--- src/rtl/assert_macros.svh ---
// ----------------------------------------------------------------------------
// Assertion macros
// Shared concurrent assertion forms for the palindrome engine.
// ----------------------------------------------------------------------------
`ifndef ASSERT_MACROS_SVH
`define ASSERT_MACROS_SVH

// same-cycle implication under synchronous active-low reset
`define LPS_ASSERT_NOW(lbl, clk, rst_n, ante, cons) \
    lbl: assert property (@(posedge clk) disable iff (!rst_n) (ante) |-> (cons)) \
        else $error("assertion failed");

// next-cycle implication under synchronous active-low reset
`define LPS_ASSERT_NEXT(lbl, clk, rst_n, ante, cons) \
    lbl: assert property (@(posedge clk) disable iff (!rst_n) (ante) |=> (cons)) \
        else $error("assertion failed");

`endif

--- src/rtl/lps_pkg.sv ---
// ----------------------------------------------------------------------------
// Palindrome engine package
// Field widths and fixed constants of the longest palindromic subsequence block.
// ----------------------------------------------------------------------------
`timescale 1ns / 1ps

package lps_pkg;

    localparam int CHAR_W   = 8;
    localparam int PAL_W    = 11;
    localparam int LEN_MAX  = 2047;
    localparam int PAIR_INC = 2;

    typedef logic [CHAR_W-1:0] t_char;
    typedef logic [PAL_W-1:0]  t_pal_len;

endpackage

--- src/rtl/lps_cell.sv ---
// ----------------------------------------------------------------------------
// Table update cell
// New interval value: inner value plus two on matching ends, else the larger
// of the two shorter intervals.
// ----------------------------------------------------------------------------
`timescale 1ns / 1ps

module lps_cell #(
    parameter int LEN_W = 11
) (
    input  lps_pkg::t_char    i_char_lo,
    input  lps_pkg::t_char    i_char_hi,
    input  logic [LEN_W-1:0]  i_diag,
    input  logic [LEN_W-1:0]  i_left,
    input  logic [LEN_W-1:0]  i_old,
    output logic [LEN_W-1:0]  o_value
);

    always_comb begin
        if (i_char_lo == i_char_hi) begin
            o_value = LEN_W'(i_diag + LEN_W'(lps_pkg::PAIR_INC));
        end else if (i_left > i_old) begin
            o_value = i_left;
        end else begin
            o_value = i_old;
        end
    end

endmodule

--- config.mk ---
export PLATFORM = sky130hd
export DESIGN_NAME = lps_cell
export DESIGN_NICKNAME = d
export VERILOG_FILES = /design/src/rtl/assert_macros.svh /design/src/rtl/lps_pkg.sv /design/src/rtl/lps_cell.sv
export SDC_FILE = /design/constraint.sdc
export NUM_CORES = 1
export LEC_CHECK = 0
export BUFFER_PORTS_ARGS = -buffer_cell sky130_fd_sc_hd__buf_4
export CAP_MARGIN = 20
export CORE_MARGIN = 5
export CORE_UTILIZATION = 43
export DETAILED_ROUTE_END_ITERATION = 12
export PLACE_DENSITY = 0.85
export SLEW_MARGIN = 0
export SYNTH_ARGS = -nofsm -noshare
export SYNTH_HDL_FRONTEND = slang
export SYNTH_SLANG_ARGS = --single-unit
--- constraint.sdc ---
create_clock -name vclk -period 1.6
set_clock_uncertainty 0.05 [all_clocks]
set_input_delay 0.08 -clock vclk [all_inputs]
set_output_delay 0.08 -clock vclk [all_outputs]
set_load 0.02 [all_outputs]
==> flow_summary.json, run 1 <==
{
  "synth_seq_area_share_pct": 0,
  "start_util_pct": 46.0,
  "placed_area_sq_um": 1380,
  "fp.dieW_microns": 53.2,
  "synth_area_sq_um": 803,
  "io_pins": 60,
  "tool.error": "[ERROR DPL-0038] Utilization greater than 100%, impossible to legalize",
  "die_h_microns": 53.2,
  "avgSynthCellArea_sq_um": 7.17,
  "yosysTopAreaCellShare_pct": 18.7,
  "stop_stage": "4_1_cts",
  "cts_setup_buffers": 2,
  "rows": 15,
  "holdBufCountCts": 0,
  "hpwl_mm": 2.46,
  "synth_cells": 112,
  "synth_area_leaders": "ha_1 (19%), xnor2_1 (11%), a22oi_1 (7.5%)",
  "place_congestion": 0.825,
  "syn-num-nets": 173,
  "synth_common_cells": "ha_1 (12), inv_1 (12), o21ai_0 (11), xnor2_1 (10), a31oi_1 (9)",
  "yosys.area.top_type": "ha_1",
  "ctsResizeCount": 64,
  "ys_types": 31,
  "io_buffers": 60,
  "dp_slack_ns": -0.433,
  "yosys_warnings": 0,
  "status": "aborted with a tool error"
}
==> metrics by stage <==
step / hold slack (ns) / instances / util, %
after floorplan: 0.207 / 112 / -
after detailed placement: 0.453 / 202 / 79.1
after global placement: 0.456 / 202 / 79.1
==> cells by family after synthesis <==
group,Yosys count,share of synthesized area (%)
adder cells (fa/ha/maj),12,18.7
buffers and inverters,16,9.50
AO/OA/AOI/OAI,44,37.4
XOR/XNOR,16,17.4
AND/OR/NAND/NOR,24,17.0
==> run 2: changes to the inputs <==
--- a/config.mk
+++ b/config.mk
@@ -7,10 +7,10 @@
 export LEC_CHECK = 0
 export BUFFER_PORTS_ARGS = -buffer_cell sky130_fd_sc_hd__buf_4
 export CAP_MARGIN = 20
-export CORE_MARGIN = 5
-export CORE_UTILIZATION = 43
+export CORE_AREA = 5 5 66 68
 export DETAILED_ROUTE_END_ITERATION = 12
-export PLACE_DENSITY = 0.85
+export DIE_AREA = 0 0 71 73
+export PLACE_DENSITY_LB_ADDON = 0.15
 export SLEW_MARGIN = 0
 export SYNTH_ARGS = -nofsm -noshare
 export SYNTH_HDL_FRONTEND = slang
==> run 2 against run 1 <==
  * The flow now finishes, with violations (negative setup slack)
  * Synthesized cell count unchanged
  * Area after synthesis unchanged
==> flow_summary.json, run 2 <==
{
  "dr.pass1.iters": 3,
  "met3_usage_pct": 1.24,
  "critical_path_required_ns": 1.47,
  "crit_path_start_kind": "input pin",
  "path_max_fanout": 5,
  "hold_start": "i_diag[1]",
  "coreArea_sq_um": 3800,
  "num_antenna_cells": 0,
  "syn-num-nets": 173,
  "drt_iter0_drc": 26,
  "tightest_slew_ns": 0.439,
  "min_to": "o_value[1]",
  "rsz0062_at_grt": "true",
  "final-setup-viol-count": 11,
  "seq_cells": 0,
  "synth_common_cells": "ha_1 (12), inv_1 (12), o21ai_0 (11), xnor2_1 (10), a31oi_1 (9)",
  "seq_area_sq_um": 0,
  "powerDensity_nw_per_um2": 395,
  "final_nets": 243,
  "overflow": 0,
  "die_area_sq_um": 5180,
  "holdBufCountCts": 0,
  "ant_nets": 0,
  "antenna_found_initial": 0,
  "hpwl_mm": 2.60,
  "hold_viol_final": 0,
  "status": "finished, violations left",
  "yosysTopAreaCellShare_pct": 18.7,
  "met1_usage_pct": 15.2,
  "track_usage_pct": 12.8,
  "drive_gt1_share_pct": 62.8,
  "drc_errors": 0,
  "period_minus_slack_ns": 1.87,
  "yosys.area.top_type": "ha_1",
  "ys_types": 31,
  "rows": 23,
  "cp_data_arrival_time_ns": 1.74,
  "synth_area_leaders": "ha_1 (19%), xnor2_1 (11%), a22oi_1 (7.5%)",
  "hp-class": "in2out",
  "n_fill_cell": 402,
  "fin_util_pct": 45.7,
  "die_h_microns": 73,
  "final_cell_mix": "buf_4 (52), buf_6 (14), xnor2_1 (10)",
  "max_cap_violations": 0,
  "avgSynthCellArea_sq_um": 7.17,
  "end_kind": "output port",
  "synth_area_sq_um": 803,
  "final_common_cell": "buf_4",
  "violations": "negative setup slack",
  "viasPerCell": 4.90,
  "yosys_warnings": 0,
  "power_leakage_nw": 0.716,
  "synth_cells": 112,
  "place_congestion": 0.795,
  "areaGrowthSynthToFinish_pct": 116,
  "grt_pass1_vias": 1179,
  "final.setup.tns_ns": -2.68,
  "worst_slew_margin_rel_pct": 70.5,
  "setup_ws_ns": -0.267,
  "clkbuf_count": 0,
  "grt.busiest_layer": "met2",
  "clock.fmax_mhz": 536,
  "multi_input_area_sq_um": 1030,
  "grt_max_degree": 21,
  "io_pins": 60,
  "totalWireLength_mm": 3.31,
  "vias": 1126,
  "fp.dieW_microns": 71,
  "start_util_pct": 21.1,
  "grtUsageMet2_pct": 26.0,
  "grt_first_pass_wirelength_mm": 5.54,
  "io_buffers": 60,
  "synth_seq_area_share_pct": 0,
  "post_drt_wl_per_cell_microns": 14.4,
  "path_class": "in2out",
  "finalCritPeriodShare_pct": 117,
  "drv_slew": 0,
  "peakVddDrop_mv": 0.178,
  "whs_path_depth": 3
}
[run 2: cell counts after synthesis]
No cell type changed its count.
[run 2: critical path, stage by stage]
cell     delay, ns
buf_8         0.10
ha_4          0.26
nand4_1       0.21
nor4_4        0.41
o21ba_4       0.24
a31oi_1       0.20
a22oi_2       0.07
buf_4         0.17
[run 2: per-stage QoR]
stage	cell area (sq um)	setup slack (ns)	total power (W)	instances	hold slack [ns]
after floorplan	851	0.00679	0.000292	112	0.207
after global placement	1410	-0.381	0.000525	227	0.472
after detailed placement	1410	-0.414	0.000530	227	0.470
after CTS	1610	-0.271	0.000613	230	0.473
after global routing	1730	-0.344	0.000741	230	0.470
final	1730	-0.267	0.000684	230	0.452
[run 2: power by group]
| part | switching (W) | internal, W |
|---|---|---|
| logic | 0.000333 | 0.000351 |
| clock network | 0 | 0 |
| registers | 0 | 0 |
| total | 0.000333 | 0.000351 |
[run 2: timing repair]
action                                  in CTS  in global routing
gates resized for setup                     34                 30
endpoints found under the setup margin      11                 11
pin swaps                                    1                  9
gates cloned                                 3                  0
setup buffers                                0                  0
[run 2: area by class of cell]
class	count	share of cell area [%]
timing repair buffer	69	34.5
tap	50	3.61
multi-input combinational	99	59.2
inverter	12	2.74
[run 2: worst max path at each step]
stage                         start          to  slack, ns  depth (start not counted)
after floorplan           i_old[10]  o_value[1]      0.007                          8
after global placement    i_left[4]  o_value[8]      -0.38                          8
after detailed placement  i_left[6]  o_value[8]      -0.41                          8
after CTS                  i_old[6]  o_value[6]      -0.27                          9
after global routing       i_old[6]  o_value[2]      -0.34                          9
final                     i_left[6]  o_value[6]      -0.27                          8
[run 2: kinds of logic (layout without fill, tap and decap cells)]
family                     after synthesis  count (layout)  synth area share [%]
AOI/OAI and AO/OA                       44              46                  37.4
xor gates and xnor gates                16              16                  17.4
adders and majority gates               12              12                  18.7
buffers and inverters                   16              81                  9.50
and+or+nand+nor                         24              25                  17.0
[run 2: layer usage]
layer / routed length [microns] / share of wire, % / vias to the layer above
met5: 0 / 0 / -
met4: 0 / 0 / 0
met3: 153 / 4.6 / 0
met2: 1810 / 55 / 22
met1: 1350 / 41 / 535
li1: - / - / 569
No activity file was read; power rests on OpenSTA's default activity.
==> run 3: changes to the inputs <==
--- a/config.mk
+++ b/config.mk
@@ -5,12 +5,14 @@
 export SDC_FILE = /design/constraint.sdc
 export NUM_CORES = 1
 export LEC_CHECK = 0
+export ABC_AREA = 1
 export BUFFER_PORTS_ARGS = -buffer_cell sky130_fd_sc_hd__buf_4
 export CAP_MARGIN = 20
 export CORE_AREA = 5 5 66 68
 export DETAILED_ROUTE_END_ITERATION = 12
 export DIE_AREA = 0 0 71 73
 export PLACE_DENSITY_LB_ADDON = 0.15
+export SKIP_LAST_GASP = 1
 export SLEW_MARGIN = 0
 export SYNTH_ARGS = -nofsm -noshare
 export SYNTH_HDL_FRONTEND = slang
==> run 3 against run 2 <==
  * The flow still finishes with violations (negative setup slack)
  * Non-clock buffer count is 9 higher
  * Die area stayed put
  * Hold slack worse by 0.052 ns
  * First-iteration DRC count is 120% higher
  * Critical path depth is 4 higher
  * Area after synthesis is 31% higher
  * Routed wire length is 1.5% lower
  * Global-route usage is 1.9 points lower
  * Cell count is 32% higher
  * Count of clock-buffer cells in the layout stayed put
  * Sequential cell count stayed put
  * Maximum frequency is 16% higher
  * Critical path type unchanged
==> flow_summary.json, run 3 <==
{
  "clkbuf_count": 0,
  "grt_pass1_vias": 1295,
  "worst_slew_margin_rel_pct": 78.0,
  "hp-class": "in2out",
  "vias": 1323,
  "fin_total_pwr_w": 0.000692,
  "yosys.area.top_type": "nand2_1",
  "final.setup.tns_ns": -0.0384,
  "ant_nets": 0,
  "power_leakage_nw": 1.08,
  "synth_area_leaders": "nand2_1 (21%), nand3_2 (21%), ha_1 (14%)",
  "end_kind": "output port",
  "drv_slew": 0,
  "yosysTopAreaCellShare_pct": 21.5,
  "drc_errors": 0,
  "dr.pass1.iters": 4,
  "crit_path_start_kind": "input pin",
  "yosys_warnings": 0,
  "tightest_slew_ns": 0.329,
  "avgSynthCellArea_sq_um": 5.89,
  "fp.dieW_microns": 71,
  "final_nets": 316,
  "powerDensity_nw_per_um2": 331,
  "cp_data_arrival_time_ns": 1.48,
  "die_h_microns": 73,
  "overflow": 0,
  "synth_seq_area_share_pct": 0,
  "areaGrowthSynthToFinish_pct": 99.2,
  "track_usage_pct": 11.0,
  "post_drt_wl_per_cell_microns": 10.7,
  "die_area_sq_um": 5180,
  "syn-num-nets": 239,
  "rows": 23,
  "n_fill_cell": 395,
  "start_util_pct": 27.6,
  "synth_common_cells": "nand2_1 (60), inv_1 (34), nand3_2 (22), ha_1 (12), nor2_1 (10)",
  "grt_first_pass_wirelength_mm": 4.93,
  "max_cap_violations": 0,
  "drive_gt1_share_pct": 63.6,
  "clock.fmax_mhz": 620,
  "hold_viol_final": 0,
  "synth_cells": 178,
  "final-setup-viol-count": 5,
  "status": "finished, violations left",
  "rsz0062_at_grt": "true",
  "drt_iter0_drc": 56,
  "final_cell_mix": "buf_4 (60), nand2_1 (40), inv_1 (24)",
  "peakVddDrop_mv": 0.169,
  "viasPerCell": 4.37,
  "totalWireLength_mm": 3.26,
  "period_minus_slack_ns": 1.61,
  "grt_max_degree": 11,
  "ys_types": 22,
  "num_antenna_cells": 0,
  "setup_ws_ns": -0.0126,
  "holdBufCountCts": 0,
  "synth_area_sq_um": 1050,
  "dp_cells": 300,
  "coreArea_sq_um": 3800,
  "final_common_cell": "buf_4",
  "antenna_found_initial": 0,
  "violations": "negative setup slack",
  "synthMostInstantiatedCell": "nand2_1",
  "seq_cells": 0,
  "seq_area_sq_um": 0,
  "instances_no_fill": 303,
  "critical_path_required_ns": 1.47,
  "io_pins": 60,
  "dp_slack_ns": -0.0698,
  "io_buffers": 60,
  "path_max_fanout": 5,
  "fin_util_pct": 55.0,
  "place_congestion": 0.751,
  "path_class": "in2out",
  "hpwl_mm": 2.64,
  "finalCritPeriodShare_pct": 101
}
run 3: what timing repair did:
action	CTS	global route
pin swaps	4	44
cloned	0	1
setup endpoints to repair	11	11
hold endpoints to repair	0	0
resized for setup	23	69
buffers inserted	0	2
run 3: where the power goes:
part	switching, W	total [W]	internal, W
Combinational	0.000337	0.000692	0.000354
Sequential	0	0	0
Clock	0	0	0
run 3: path summary, 6_finish.rpt:
path	from	end	slack, ns	cells past startpoint
setup / recovery	i_left[7]	o_value[3]	-0.01	12
hold / removal	i_diag[0]	o_value[0]	0.40	4
run 3: worst max-delay path, stage by stage:
cell	delay, ns
buf_4	0.12
ha_4	0.27
nand2_2	0.05
nor2_2	0.11
nand2_2	0.08
nor2_4	0.12
nand3_4	0.14
clkbuf_16	0.20
nand3_2	0.06
nand3_2	0.06
nand2_2	0.07
buf_6	0.11
run 3: cells by family (layout without fill, tap and decap cells):
| kind of cell | count (synthesis) | after routing | share of synthesized area, % |
|---|---|---|---|
| buf+inv | 40 | 115 | 16.8 |
| xor+xnor | 8 | 8 | 6.68 |
| fa+ha+maj | 12 | 12 | 14.3 |
| compound gates | 5 | 5 | 2.62 |
| simple gates | 113 | 113 | 59.5 |
run 3: area by class of cell:
cell class                 count  area (sq um)  share of cell area, %
tap                           50          62.6                   3.00
inverter                      37           151                   7.25
multi-input combinational    138          1190                   57.0
timing repair buffer          78           684                   32.8
run 3: metal layers:
layer | GRT usage [%] | routed length, microns
met4 | 0 | 0
met3 | 2.48 | 256
met1 | 12.4 | 1340
met2 | 22.0 | 1660
met5 | 0 | 0
run 3: through the flow:
stage	cell area, sq um	hold slack [ns]
2_1_floorplan	1050	0.283
3_3_place_gp	1640	0.407
3_5_place_dp	1640	0.418
4_1_cts	1750	0.416
5_1_grt	2090	0.416
6_report	2090	0.401
==> run 4: changes to the inputs <==
--- a/config.mk
+++ b/config.mk
@@ -5,7 +5,6 @@
 export SDC_FILE = /design/constraint.sdc
 export NUM_CORES = 1
 export LEC_CHECK = 0
-export ABC_AREA = 1
 export BUFFER_PORTS_ARGS = -buffer_cell sky130_fd_sc_hd__buf_4
 export CAP_MARGIN = 20
 export CORE_AREA = 5 5 66 68
==> run 4 against run 3 <==
  * Sequential share of layout area is the same
  * Die area is the same
  * Combinational power shrank 8.1%
  * Non-clock buffer count shrank 9
  * Cell area shrank 21%
  * Maximum frequency shrank 13%
  * Highest routed layer unchanged
  * Cell count shrank 24%
  * The run still ends with negative setup slack left
  * Total power shrank 8.1%
  * Via count shrank 15%
  * Worst setup slack lost 0.25 ns
==> flow_summary.json, run 4 (synthesis results as in run 2) <==
{
  "holdBufCountCts": 0,
  "final-setup-viol-count": 11,
  "power_leakage_nw": 0.700,
  "end_kind": "output port",
  "critical_path_required_ns": 1.47,
  "fin_total_pwr_w": 0.000636,
  "areaGrowthSynthToFinish_pct": 106,
  "drv_slew": 0,
  "crit_path_start_kind": "input pin",
  "max_cap_violations": 0,
  "grt_max_degree": 21,
  "powerDensity_nw_per_um2": 384,
  "coreArea_sq_um": 3800,
  "grt_first_pass_wirelength_mm": 5.55,
  "drc_errors": 0,
  "finalCritPeriodShare_pct": 116,
  "peakVddDrop_mv": 0.166,
  "final_nets": 243,
  "fin_area_sq_um": 1660,
  "hpwl_mm": 2.60,
  "whs_path_depth": 4,
  "fp.dieW_microns": 71,
  "drive_gt1_share_pct": 60.6,
  "worst_slew_margin_rel_pct": 72.5,
  "period_minus_slack_ns": 1.86,
  "track_usage_pct": 12.8,
  "dr.pass1.iters": 4,
  "path_max_fanout": 5,
  "placed_area_sq_um": 1410,
  "drt_iter0_drc": 24,
  "io_pins": 60,
  "die_h_microns": 73,
  "final_cell_mix": "buf_4 (56), xnor2_1 (10), buf_6 (10)",
  "rows": 23,
  "seq_cells": 0,
  "cts_setup_buffers": 0,
  "grt_pass1_vias": 1188,
  "start_util_pct": 21.1,
  "num_antenna_cells": 0,
  "final_common_cell": "buf_4",
  "worst_hold_slack_ns": 0.458,
  "viasPerCell": 4.90,
  "vias": 1127,
  "clock.fmax_mhz": 538,
  "io_buffers": 60,
  "totalWireLength_mm": 3.33,
  "rsz0062_at_grt": "true",
  "die_area_sq_um": 5180,
  "setup_ws_ns": -0.260,
  "overflow": 0,
  "hold_viol_final": 0,
  "cp_data_arrival_time_ns": 1.73,
  "post_drt_wl_per_cell_microns": 14.5,
  "status": "finished, violations left",
  "violations": "negative setup slack",
  "place_congestion": 0.795,
  "hp-class": "in2out",
  "tightest_slew_ns": 0.410,
  "ant_nets": 0,
  "seq_area_sq_um": 0,
  "antenna_found_initial": 0,
  "path_class": "in2out",
  "clkbuf_count": 0
}
-- run 4: cell types whose count changed in the layout (fill, tap and decap cells not counted), moves of 6 or more --
cell | before | now
nand2_1 | 40 | 2
inv_1 | 24 | 8
nand3_2 | 16 | 0
nand2_2 | 17 | 2
a22oi_2 | 0 | 8
o21ai_0 | 0 | 8
xnor2_1 | 2 | 10
nand3_4 | 7 | 0
a31oi_1 | 0 | 6
ha_1 | 1 | 7
ha_4 | 11 | 5
nor2_2 | 6 | 0
-- run 4: cell type report --
type	instances	area, sq um
inverters	12	47.5
well taps	50	62.6
fillers	410	2140
multi-input cells	99	962
repair buffers	69	583
-- run 4: power by group --
group          leakage (nW)  internal (W)  total (W)  switching (W)
combinational         0.700      0.000327   0.000636       0.000309
clock                     0             0          0              0
sequential                0             0          0              0
-- run 4: worst max-delay path: stages --
cell,delay (ns)
buf_8,0.08
inv_4,0.03
ha_4,0.26
nand4_1,0.20
nor4_4,0.40
o21ba_4,0.23
a31oi_2,0.21
a22oi_2,0.08
buf_4,0.16
-- run 4: metrics by stage --
step	TNS (ns)	utilization [%]	std cells	worst slack, ns
3_5_place_dp	-4.17	37.2	227	-0.414
4_1_cts	-2.72	42.2	230	-0.271
5_1_grt	-3.71	43.6	230	-0.348
3_3_place_gp	-3.77	37.2	227	-0.381
2_1_floorplan	0	-	112	0.00679
6_report	-2.69	43.6	230	-0.260
-- run 4: path summary, 6_finish.rpt --
check / start / endpoint / slack (ns)
hold / removal: i_old[3] / o_value[3] / 0.46
setup / recovery: i_old[6] / o_value[7] / -0.26
-- run 4: per-layer routing --
metal  wire length, microns  GRT usage, %  part of all wire (%)
met2                   1830          25.8                    55
met4                      0         0.626                     0
met5                      0             0                     0
met3                    155          1.24                   4.7
met1                   1350          15.0                    40
-- run 4: repair_timing --
item	4_1_cts	5_1_grt
gates cloned	3	0
gates resized for setup	33	13
setup endpoints to repair	11	11
pin swaps	1	2
